File: src/rtl/kcg_pkg.sv
// Shared types, codes and helpers for the k-combination generator.
package kcg_pkg;

  localparam int unsigned VAL_W     = 7;
  localparam int unsigned POS_W     = 3;
  localparam int unsigned SET_W     = 7;
  localparam int unsigned SUB_W     = 4;
  localparam int unsigned CFG_IDX_W = 2;
  localparam int unsigned CFG_DAT_W = 7;

  localparam logic [VAL_W-1:0] VAL_MAX = 7'd127;

  // item opcodes
  localparam logic OPC_LOAD    = 1'b0;
  localparam logic OPC_ADVANCE = 1'b1;

  // configuration register indexes
  localparam logic [CFG_IDX_W-1:0] CFG_SET_SIZE    = 2'd0;
  localparam logic [CFG_IDX_W-1:0] CFG_SUBSET_SIZE = 2'd1;

  typedef struct packed {
    logic             opcode;
    logic [POS_W-1:0] position;
    logic [VAL_W-1:0] value;
  } in_t;

  typedef struct packed {
    logic [POS_W-1:0] elem_index;
    logic [VAL_W-1:0] elem_value;
    logic             found;
    logic             last;
  } out_t;

  typedef enum logic [1:0] {
    ST_IDLE,
    ST_SCAN,
    ST_REFILL,
    ST_EMIT
  } state_t;

  // datapath commands
  typedef enum logic [2:0] {
    OP_NONE,
    OP_LOAD,
    OP_START,
    OP_SCAN,
    OP_REFILL,
    OP_EMIT
  } dp_op_t;

  // datapath status back to the controller
  typedef struct packed {
    logic hit;
    logic ptr_zero;
    logic ptr_last;
    logic out_free;
  } dp_status_t;

  function automatic logic [VAL_W-1:0] sat_inc(input logic [VAL_W-1:0] v);
    logic [VAL_W-1:0] r;
    r = (v == VAL_MAX) ? VAL_MAX : v + VAL_W'(1);
    return r;
  endfunction

endpackage

File: src/rtl/kcg_ctrl.sv
// Controller state machine: takes loads and sequences scan, refill and emission of one advance.
module kcg_ctrl (
  input  logic               clk,
  input  logic               rst,
  input  logic               in_valid,
  input  logic               in_opcode,
  output logic               in_stall,
  input  kcg_pkg::dp_status_t status,
  output kcg_pkg::dp_op_t     op
);
  import kcg_pkg::*;

  state_t state;
  state_t state_next;

  always_ff @(posedge clk) begin
    if (rst) begin
      state <= ST_IDLE;
    end else begin
      state <= state_next;
    end
  end

  always_comb begin
    state_next = state;
    op         = OP_NONE;
    in_stall   = (state != ST_IDLE);
    unique case (state)
      ST_IDLE: begin
        if (in_valid) begin
          if (in_opcode == OPC_ADVANCE) begin
            op         = OP_START;
            state_next = ST_SCAN;
          end else begin
            op = OP_LOAD;
          end
        end
      end
      ST_SCAN: begin
        op = OP_SCAN;
        if (status.hit) begin
          state_next = ST_REFILL;
        end else if (status.ptr_zero) begin
          state_next = ST_EMIT;
        end
      end
      ST_REFILL: begin
        op = OP_REFILL;
        if (status.ptr_last) begin
          state_next = ST_EMIT;
        end
      end
      ST_EMIT: begin
        op = OP_EMIT;
        if (status.out_free && status.ptr_last) begin
          state_next = ST_IDLE;
        end
      end
      default: begin
        state_next = ST_IDLE;
      end
    endcase
  end

endmodule

File: src/rtl/kcg_dp.sv
// Datapath: combination store, config registers, scan pointer and output register.
module kcg_dp #(
  parameter int unsigned MAX_K = 8
) (
  input  logic                               clk,
  input  logic                               rst,
  input  kcg_pkg::dp_op_t                    op,
  output kcg_pkg::dp_status_t                status,
  input  kcg_pkg::in_t                       in_data,
  input  logic                               cfg_valid,
  input  logic [kcg_pkg::CFG_IDX_W-1:0]      cfg_index,
  input  logic [kcg_pkg::CFG_DAT_W-1:0]      cfg_data,
  output logic                               out_valid,
  input  logic                               out_stall,
  output kcg_pkg::out_t                      out_data
);
  import kcg_pkg::*;

  localparam int unsigned IDX_W = (MAX_K > 1) ? $clog2(MAX_K) : 1;
  localparam int unsigned KW    = $clog2(MAX_K + 1);

  logic [VAL_W-1:0] comb [MAX_K];
  logic [SET_W-1:0] set_size;
  logic [SUB_W-1:0] subset_size;
  logic [IDX_W-1:0] ptr;
  logic [IDX_W-1:0] gap;
  logic [VAL_W-1:0] prev;
  logic             found;

  logic [KW-1:0]    k_act;
  logic [IDX_W-1:0] k_last;
  logic [VAL_W-1:0] cur;
  logic [VAL_W-1:0] cur_inc;
  logic [VAL_W-1:0] prev_inc;
  logic [7:0]       bound_sum;
  logic             hit;
  logic             out_free;
  logic             load_ok;

  // active K: zero acts as one, clamp to MAX_K
  always_comb begin
    if (subset_size == '0) begin
      k_act = KW'(1);
    end else if ({1'b0, subset_size} > (SUB_W + 1)'(MAX_K)) begin
      k_act = KW'(MAX_K);
    end else begin
      k_act = KW'(subset_size);
    end
  end

  assign k_last    = IDX_W'(k_act - KW'(1));
  assign cur       = comb[ptr];
  assign cur_inc   = sat_inc(cur);
  assign prev_inc  = sat_inc(prev);
  // v < N - gap  <=>  v + gap < N for nonnegative values
  assign bound_sum = 8'(cur_inc) + 8'(gap);
  assign hit       = (bound_sum < {1'b0, set_size});
  assign out_free  = !out_valid || !out_stall;
  assign load_ok   = (32'(in_data.position) < MAX_K);

  assign status.hit      = hit;
  assign status.ptr_zero = (ptr == '0);
  assign status.ptr_last = (ptr == k_last);
  assign status.out_free = out_free;

  always_ff @(posedge clk) begin
    if (rst) begin
      for (int i = 0; i < MAX_K; i++) begin
        comb[i] <= '0;
      end
      set_size    <= SET_W'(8);
      subset_size <= SUB_W'(3);
      out_valid   <= 1'b0;
    end else begin
      if (cfg_valid) begin
        if (cfg_index == CFG_SET_SIZE) begin
          set_size <= cfg_data;
        end else if (cfg_index == CFG_SUBSET_SIZE) begin
          subset_size <= cfg_data[SUB_W-1:0];
        end
      end

      if (op == OP_EMIT && out_free) begin
        out_valid <= 1'b1;
      end else if (!out_stall) begin
        out_valid <= 1'b0;
      end

      case (op)
        OP_LOAD: begin
          if (load_ok) begin
            comb[IDX_W'(in_data.position)] <= in_data.value;
          end
        end
        OP_START: begin
          ptr <= k_last;
          gap <= '0;
        end
        OP_SCAN: begin
          comb[ptr] <= cur_inc;
          if (hit) begin
            found <= 1'b1;
            prev  <= cur_inc;
          end else if (ptr == '0) begin
            found <= 1'b0;
          end else begin
            ptr <= ptr - IDX_W'(1);
            gap <= gap + IDX_W'(1);
          end
        end
        OP_REFILL: begin
          if (ptr == k_last) begin
            ptr <= '0;
          end else begin
            comb[ptr + IDX_W'(1)] <= prev_inc;
            prev                  <= prev_inc;
            ptr                   <= ptr + IDX_W'(1);
          end
        end
        OP_EMIT: begin
          if (out_free) begin
            out_data.elem_index <= POS_W'(ptr);
            out_data.elem_value <= cur;
            out_data.found      <= found;
            out_data.last       <= (ptr == k_last);
            if (ptr != k_last) begin
              ptr <= ptr + IDX_W'(1);
            end
          end
        end
        default: ;
      endcase
    end
  end

endmodule

File: src/rtl/k_combination_generator.sv
// Top level of the k-combination generator: controller plus datapath.
// Usage
//   Input channel (in_valid/in_stall/in_data) takes load and advance items.
//   A load writes one element of the stored combination in the transfer
//   cycle and gives no result; the next item can follow right away.
//   An advance steps the combination to the next k-subset of {0..N-1} in
//   lexicographic order and emits K results on out_valid/out_data, one per
//   element in position order, with last set on the final one and found
//   clear when the combinations were exhausted.
//   An advance runs a start step, then a backward scan from the last position,
//   one position per cycle through the increment/compare unit, then, if a
//   position passed, a refill of the tail (its last step only rewinds the
//   pointer), then emission, one element per cycle while the output does not
//   stall; the next item is taken once the last element sits in the output
//   register.
//   A stall on the output holds the output register and pauses emission;
//   in_stall stays high until the last element has entered the output register.
//   Config writes (cfg_valid/cfg_ready, always ready) set N (index 0) and
//   K (index 1); they are meant for idle periods only.
//   Synchronous reset clears the store, sets N=8, K=3, drops any pending result.
module k_combination_generator #(
  parameter int unsigned MAX_K = 8
) (
  input  logic                          clk,
  input  logic                          rst,
  input  logic                          in_valid,
  output logic                          in_stall,
  input  kcg_pkg::in_t                  in_data,
  output logic                          out_valid,
  input  logic                          out_stall,
  output kcg_pkg::out_t                 out_data,
  input  logic                          cfg_valid,
  output logic                          cfg_ready,
  input  logic [kcg_pkg::CFG_IDX_W-1:0] cfg_index,
  input  logic [kcg_pkg::CFG_DAT_W-1:0] cfg_data
);
  import kcg_pkg::*;

  dp_op_t     op;
  dp_status_t status;

  // registers are plain flops, a write always lands
  assign cfg_ready = 1'b1;

  kcg_ctrl u_ctrl (
    .clk       (clk),
    .rst       (rst),
    .in_valid  (in_valid),
    .in_opcode (in_data.opcode),
    .in_stall  (in_stall),
    .status    (status),
    .op        (op)
  );

  kcg_dp #(
    .MAX_K (MAX_K)
  ) u_dp (
    .clk       (clk),
    .rst       (rst),
    .op        (op),
    .status    (status),
    .in_data   (in_data),
    .cfg_valid (cfg_valid),
    .cfg_index (cfg_index),
    .cfg_data  (cfg_data),
    .out_valid (out_valid),
    .out_stall (out_stall),
    .out_data  (out_data)
  );

endmodule

File: config.mk
export PLATFORM = sky130hd
export DESIGN_NAME = k_combination_generator
export DESIGN_NICKNAME = d
export VERILOG_FILES = /design/src/rtl/kcg_pkg.sv /design/src/rtl/kcg_ctrl.sv /design/src/rtl/kcg_dp.sv /design/src/rtl/k_combination_generator.sv
export SDC_FILE = /design/constraint.sdc
export NUM_CORES = 1
export LEC_CHECK = 0
export BUFFER_PORTS_ARGS = -buffer_cell sky130_fd_sc_hd__buf_2
export CORE_MARGIN = 2
export CORE_UTILIZATION = 45
export DETAILED_ROUTE_END_ITERATION = 10
export PLACE_DENSITY = 0.61
export SETUP_SLACK_MARGIN = 0.4
export SYNTH_ARGS = -nofsm -noshare
export SYNTH_HDL_FRONTEND = slang
export SYNTH_SLANG_ARGS = --single-unit
File: constraint.sdc
create_clock -name clk -period 5.48 [get_ports clk]
set_input_delay 1.096 -clock clk [delete_from_list [all_inputs] [get_ports clk]]
set_output_delay 1.096 -clock clk [all_outputs]
set_load 0.1 [all_outputs]
==> flow_summary.rst <==
.. list-table::
   :header-rows: 1

   * - Metric
     - Value
   * - Result of the run
     - finished, final reports clean
   * - Number of global-route vias before repair
     - 3,782
   * - Kind of critical path
     - flip-flop to flip-flop
   * - First drt pass iteration count
     - 5
   * - Count of different cell masters after synthesis
     - 59
   * - Sequential fraction of design power
     - 0.300
   * - # setup viols final
     - 0
   * - Cell area after synthesis
     - 5410 um^2
   * - # clock sinks
     - 99
   * - Clock latency of the later-clocked register in the worst-skew pair
     - 0.36 ns
   * - Core area
     - 11,900 um^2
   * - GP Congestion
     - 0.909
   * - Cell area after layout
     - 6150 um^2
   * - Wire length of the first global-routing pass
     - 20,500 um
   * - Largest fanout on the critical path
     - 8
   * - Final worst clock skew
     - 0.00851 ns
   * - Root Driver
     - sky130_fd_sc_hd__clkbuf_16
   * - Power density of the placed cells
     - 606 nW/um^2
   * - Horizontal extent of the die
     - 114 um
   * - Startpoint class of the critical path
     - flip-flop
   * - Min cycle time layout
     - 4.88 ns
   * - Transition time of the tightest slew-check pin
     - 1.03 ns
   * - H-Tree Level Count
     - 3
   * - Cell internal power dissipation
     - 2180 uW
   * - Total routing usage reported by global routing
     - 0.212
   * - Max-cap violation count
     - 0
   * - Per-cell via count in the routed design
     - 5.69
   * - Largest net degree at the start of global routing
     - 32
   * - Required time of the worst setup path
     - 5.55 ns
   * - Unrepaired setup endpoints after global routing
     - false
   * - Antenna diode count
     - 0
   * - Cts bufs inserted
     - 9
   * - Worst reg2reg setup slack
     - 0.60 ns
   * - Commonest non-fill, non-tap cells in the layout
     - 104 x sky130_fd_sc_hd__nor2_1, 82 x sky130_fd_sc_hd__edfxtp_1, 38 x sky130_fd_sc_hd__buf_2
   * - Initial core utilization
     - 0.456
   * - Post-DP HPWL
     - 9360 um
   * - Layout net count
     - 574
   * - Post-synthesis sequential area ratio
     - 0.518
   * - Number of enable-type register cells in the synthesized netlist
     - 82
   * - CP Data Arrival Time
     - 4.95 ns
   * - Cell taking the most area after synthesis
     - sky130_fd_sc_hd__edfxtp_1
   * - Ratio of cells with drive above 1 in the final layout
     - 0.200
   * - Max Freq
     - 205 MHz
   * - Number of hold buffers added after cts
     - 0
   * - Leak
     - 0.00241 uW
   * - Routed length on met1
     - 5810 um
   * - Clock power frac
     - 0.172
   * - FF-to-FF path depth
     - 19
   * - Capturing instance or port of the critical path
     - u_dp.prev[6]
   * - Combined area of the multi-input logic cells
     - 2470 um^2
   * - Met2 wirelength from detailed routing
     - 6240 um
   * - Vias
     - 3,854
   * - Met3 Routed Length
     - 817 um
   * - Post-Synthesis Mean Instance Area
     - 11.2 um^2
   * - Top cell type's share of synthesized area
     - 0.455
   * - Peak VDD IR
     - 0.000271 V
   * - Min-delay worst type
     - flip-flop to flip-flop
   * - Number of placement rows
     - 40
   * - TNS Setup
     - 0 ns
   * - Highest layer used for signal routing
     - met4
   * - Switching power as a share of total power
     - 0.416
   * - Final routed DRC violation total
     - 0
   * - Total wire length
     - 13,100 um
   * - Per-cell routed wire length
     - 19.4 um
   * - Endpoint kind of the worst setup timing path
     - flip-flop
   * - Total cell area at the placement stage
     - 5790 um^2
   * - Most used flip-flop cell after synthesis
     - sky130_fd_sc_hd__edfxtp_1
   * - Share of synthesized registers carrying an async set or reset
     - 0
   * - First-iteration detailed-routing DRC count
     - 215
   * - Number of buffer cells added on primary ports
     - 38
   * - Number of synthesized register bits
     - 99
   * - Y dimension of the die
     - 114 um
   * - Hold Crit Start
     - u_dp.found
   * - Max clock buf depth
     - 2
   * - Sequential cell area
     - 2810 um^2
   * - Fillcell total
     - 1,053
   * - Most frequent standard cell in the layout excluding fill and tap cells
     - sky130_fd_sc_hd__nor2_1
   * - Synth Warn #
     - 0
   * - Final cycle utilization of the critical path
     - 0.891
   * - Number of hold violations in the final report
     - 0
   * - Combinational group share of total power
     - 0.527
   * - Number of ports placed on the die boundary
     - 40
   * - Worst max-slew margin expressed relative to the limit
     - 0.315
   * - Ranking of synthesized cells by area
     - sky130_fd_sc_hd__edfxtp_1 46%, sky130_fd_sc_hd__nor2_1 7.2%, sky130_fd_sc_hd__dfxtp_1 6.3%, sky130_fd_sc_hd__ha_1 5.1%, sky130_fd_sc_hd__mux4_2 5.0%
   * - Worst R2R End
     - u_dp.prev[6]
   * - Number of antenna violations at the first check in global routing
     - 0
   * - Clock-pin slew reported for the worst setup and hold paths after clock tree synthesis
     - 0.07 ns
   * - Total nets after synthesis
     - 530
   * - CTS tree
     - done
   * - Number of instances on the worst hold path
     - 0
   * - Remaining Overflow, GRT
     - 0
   * - Switching power
     - 1550 uW
   * - Die Area
     - 12,900 um^2
   * - Final antenna-violating net count
     - 0
   * - Count of mapped cells out of synthesis
     - 482
   * - Number of pins with negative max-slew slack in the final report
     - 0
   * - Syn-to-layout area delta
     - 13.8%
## state kept, by name (all words and copies together) (netlist names), named ones only
register,flops
u_dp.comb,56
u_dp.set_size,7
u_ctrl.state,2
u_dp.gap,3
u_dp.subset_size,4
u_dp.out_valid,1
u_dp.ptr,3
u_dp.out_data,12
u_dp.found,1
u_dp.prev,7
## logic make-up (layout without fill, tap and decap cells)
logic type | after synthesis | after routing | share of synthesized area
AOI/OAI and AO/OA | 82 | 82 | 0.114
xor gates and xnor gates | 16 | 16 | 0.0285
adders and majority gates | 23 | 23 | 0.0546
buffers and inverters | 44 | 92 | 0.0359
DFF | 99 | 99 | 0.518
muxes | 34 | 34 | 0.0958
other | 1 | 1 | 0.000694
and+or+nand+nor | 183 | 183 | 0.153
## synthesized netlist by cell type (all sizes together) (4+ instances only)
| library cell | instances |
|---|---|
| buf | 8 |
| dfxtp | 17 |
| o31ai | 4 |
| nand2 | 20 |
| nor2b | 4 |
| mux4 | 12 |
| xnor2 | 9 |
| ha | 22 |
| mux2 | 7 |
| a22oi | 6 |
| o21ai | 11 |
| mux2i | 15 |
| o31a | 4 |
| nand2b | 14 |
| nand3 | 15 |
| and2 | 4 |
| a211oi | 6 |
| nor3 | 5 |
| a21oi | 18 |
| a31oi | 6 |
| xor2 | 6 |
| clkbuf | 10 |
| edfxtp | 82 |
| and3 | 7 |
| nor2 | 104 |
| inv | 26 |
## metal layers
metal / vias to the layer above / GRT usage
met5: - / 0
met4: 0 / 0.0829
met3: 18 / 0.0345
met2: 125 / 0.346
met1: 1868 / 0.285
li1: 1843 / -
## power groups by stage
stage	Clock (uW)	Combinational, uW	Sequential, uW
2_1_floorplan	0	1390	1100
3_5_place_dp	0	1840	1130
3_3_place_gp	0	1810	1130
4_1_cts	650	1860	1120
5_1_grt	679	2140	1140
6_report	643	1970	1120
## timing repair
action | 4_1_cts | 5_1_grt
endpoints found under the setup margin | 10 | 19
setup buffers | 1 | 1
endpoints found under the hold margin | 0 | 0
pin swaps | 1 | 0
gates resized for setup | 2 | 9
## cell type report
type                            instances  area share
Clock buffer                           10      0.0372
Clock inverter                          5      0.0102
Inverter                               26      0.0159
Multi-Input combinational cell        339       0.402
Sequential cell                        99       0.456
Tap cell                              147      0.0299
Timing Repair Buffer                   51      0.0488
## how the worst min path moves through the flow
stage	to	slack, ns
finish	u_dp.out_data[1]	0.43
detailed placement	u_dp.out_data[1]	0.42
global route	u_dp.out_data[1]	0.45
CTS	u_dp.out_data[1]	0.43
global placement	u_dp.out_data[1]	0.41
floorplan	u_dp.out_data[1]	0.40
## critical path, stage by stage (launching register included)
cell and delay, ns:
sky130_fd_sc_hd__dfxtp_4 0.43, sky130_fd_sc_hd__mux4_2 0.51, sky130_fd_sc_hd__mux2_2 0.33, sky130_fd_sc_hd__ha_1 0.27, sky130_fd_sc_hd__and3_1 0.20, sky130_fd_sc_hd__a31oi_1 0.18, sky130_fd_sc_hd__inv_1 0.08, sky130_fd_sc_hd__ha_1 0.27
sky130_fd_sc_hd__and3_1 0.20, sky130_fd_sc_hd__a211oi_2 0.24, sky130_fd_sc_hd__nor2_1 0.09, sky130_fd_sc_hd__nand3b_1 0.11, sky130_fd_sc_hd__o21ai_0 0.08, sky130_fd_sc_hd__ha_1 0.27, sky130_fd_sc_hd__o21a_1 0.10, sky130_fd_sc_hd__o21a_1 0.17
sky130_fd_sc_hd__a21o_1 0.19, sky130_fd_sc_hd__o31a_4 0.39, sky130_fd_sc_hd__a221oi_4 0.31, sky130_fd_sc_hd__buf_12 0.16
## metrics by stage
| stage | cells | hold WS, ns | total power (uW) | utilization | setup WS (ns) |
|---|---|---|---|---|---|
| 2_1_floorplan | 482 | 0.400 | 2490 | - | 0.499 |
| 3_3_place_gp | 660 | 0.408 | 2930 | 0.488 | 0.372 |
| 3_5_place_dp | 660 | 0.417 | 2970 | 0.488 | 0.161 |
| 4_1_cts | 676 | 0.430 | 3630 | 0.515 | 0.448 |
| 5_1_grt | 677 | 0.452 | 3960 | 0.519 | 0.323 |
| 6_report | 677 | 0.429 | 3730 | 0.519 | 0.600 |
(Power assumes the default switching activity.)
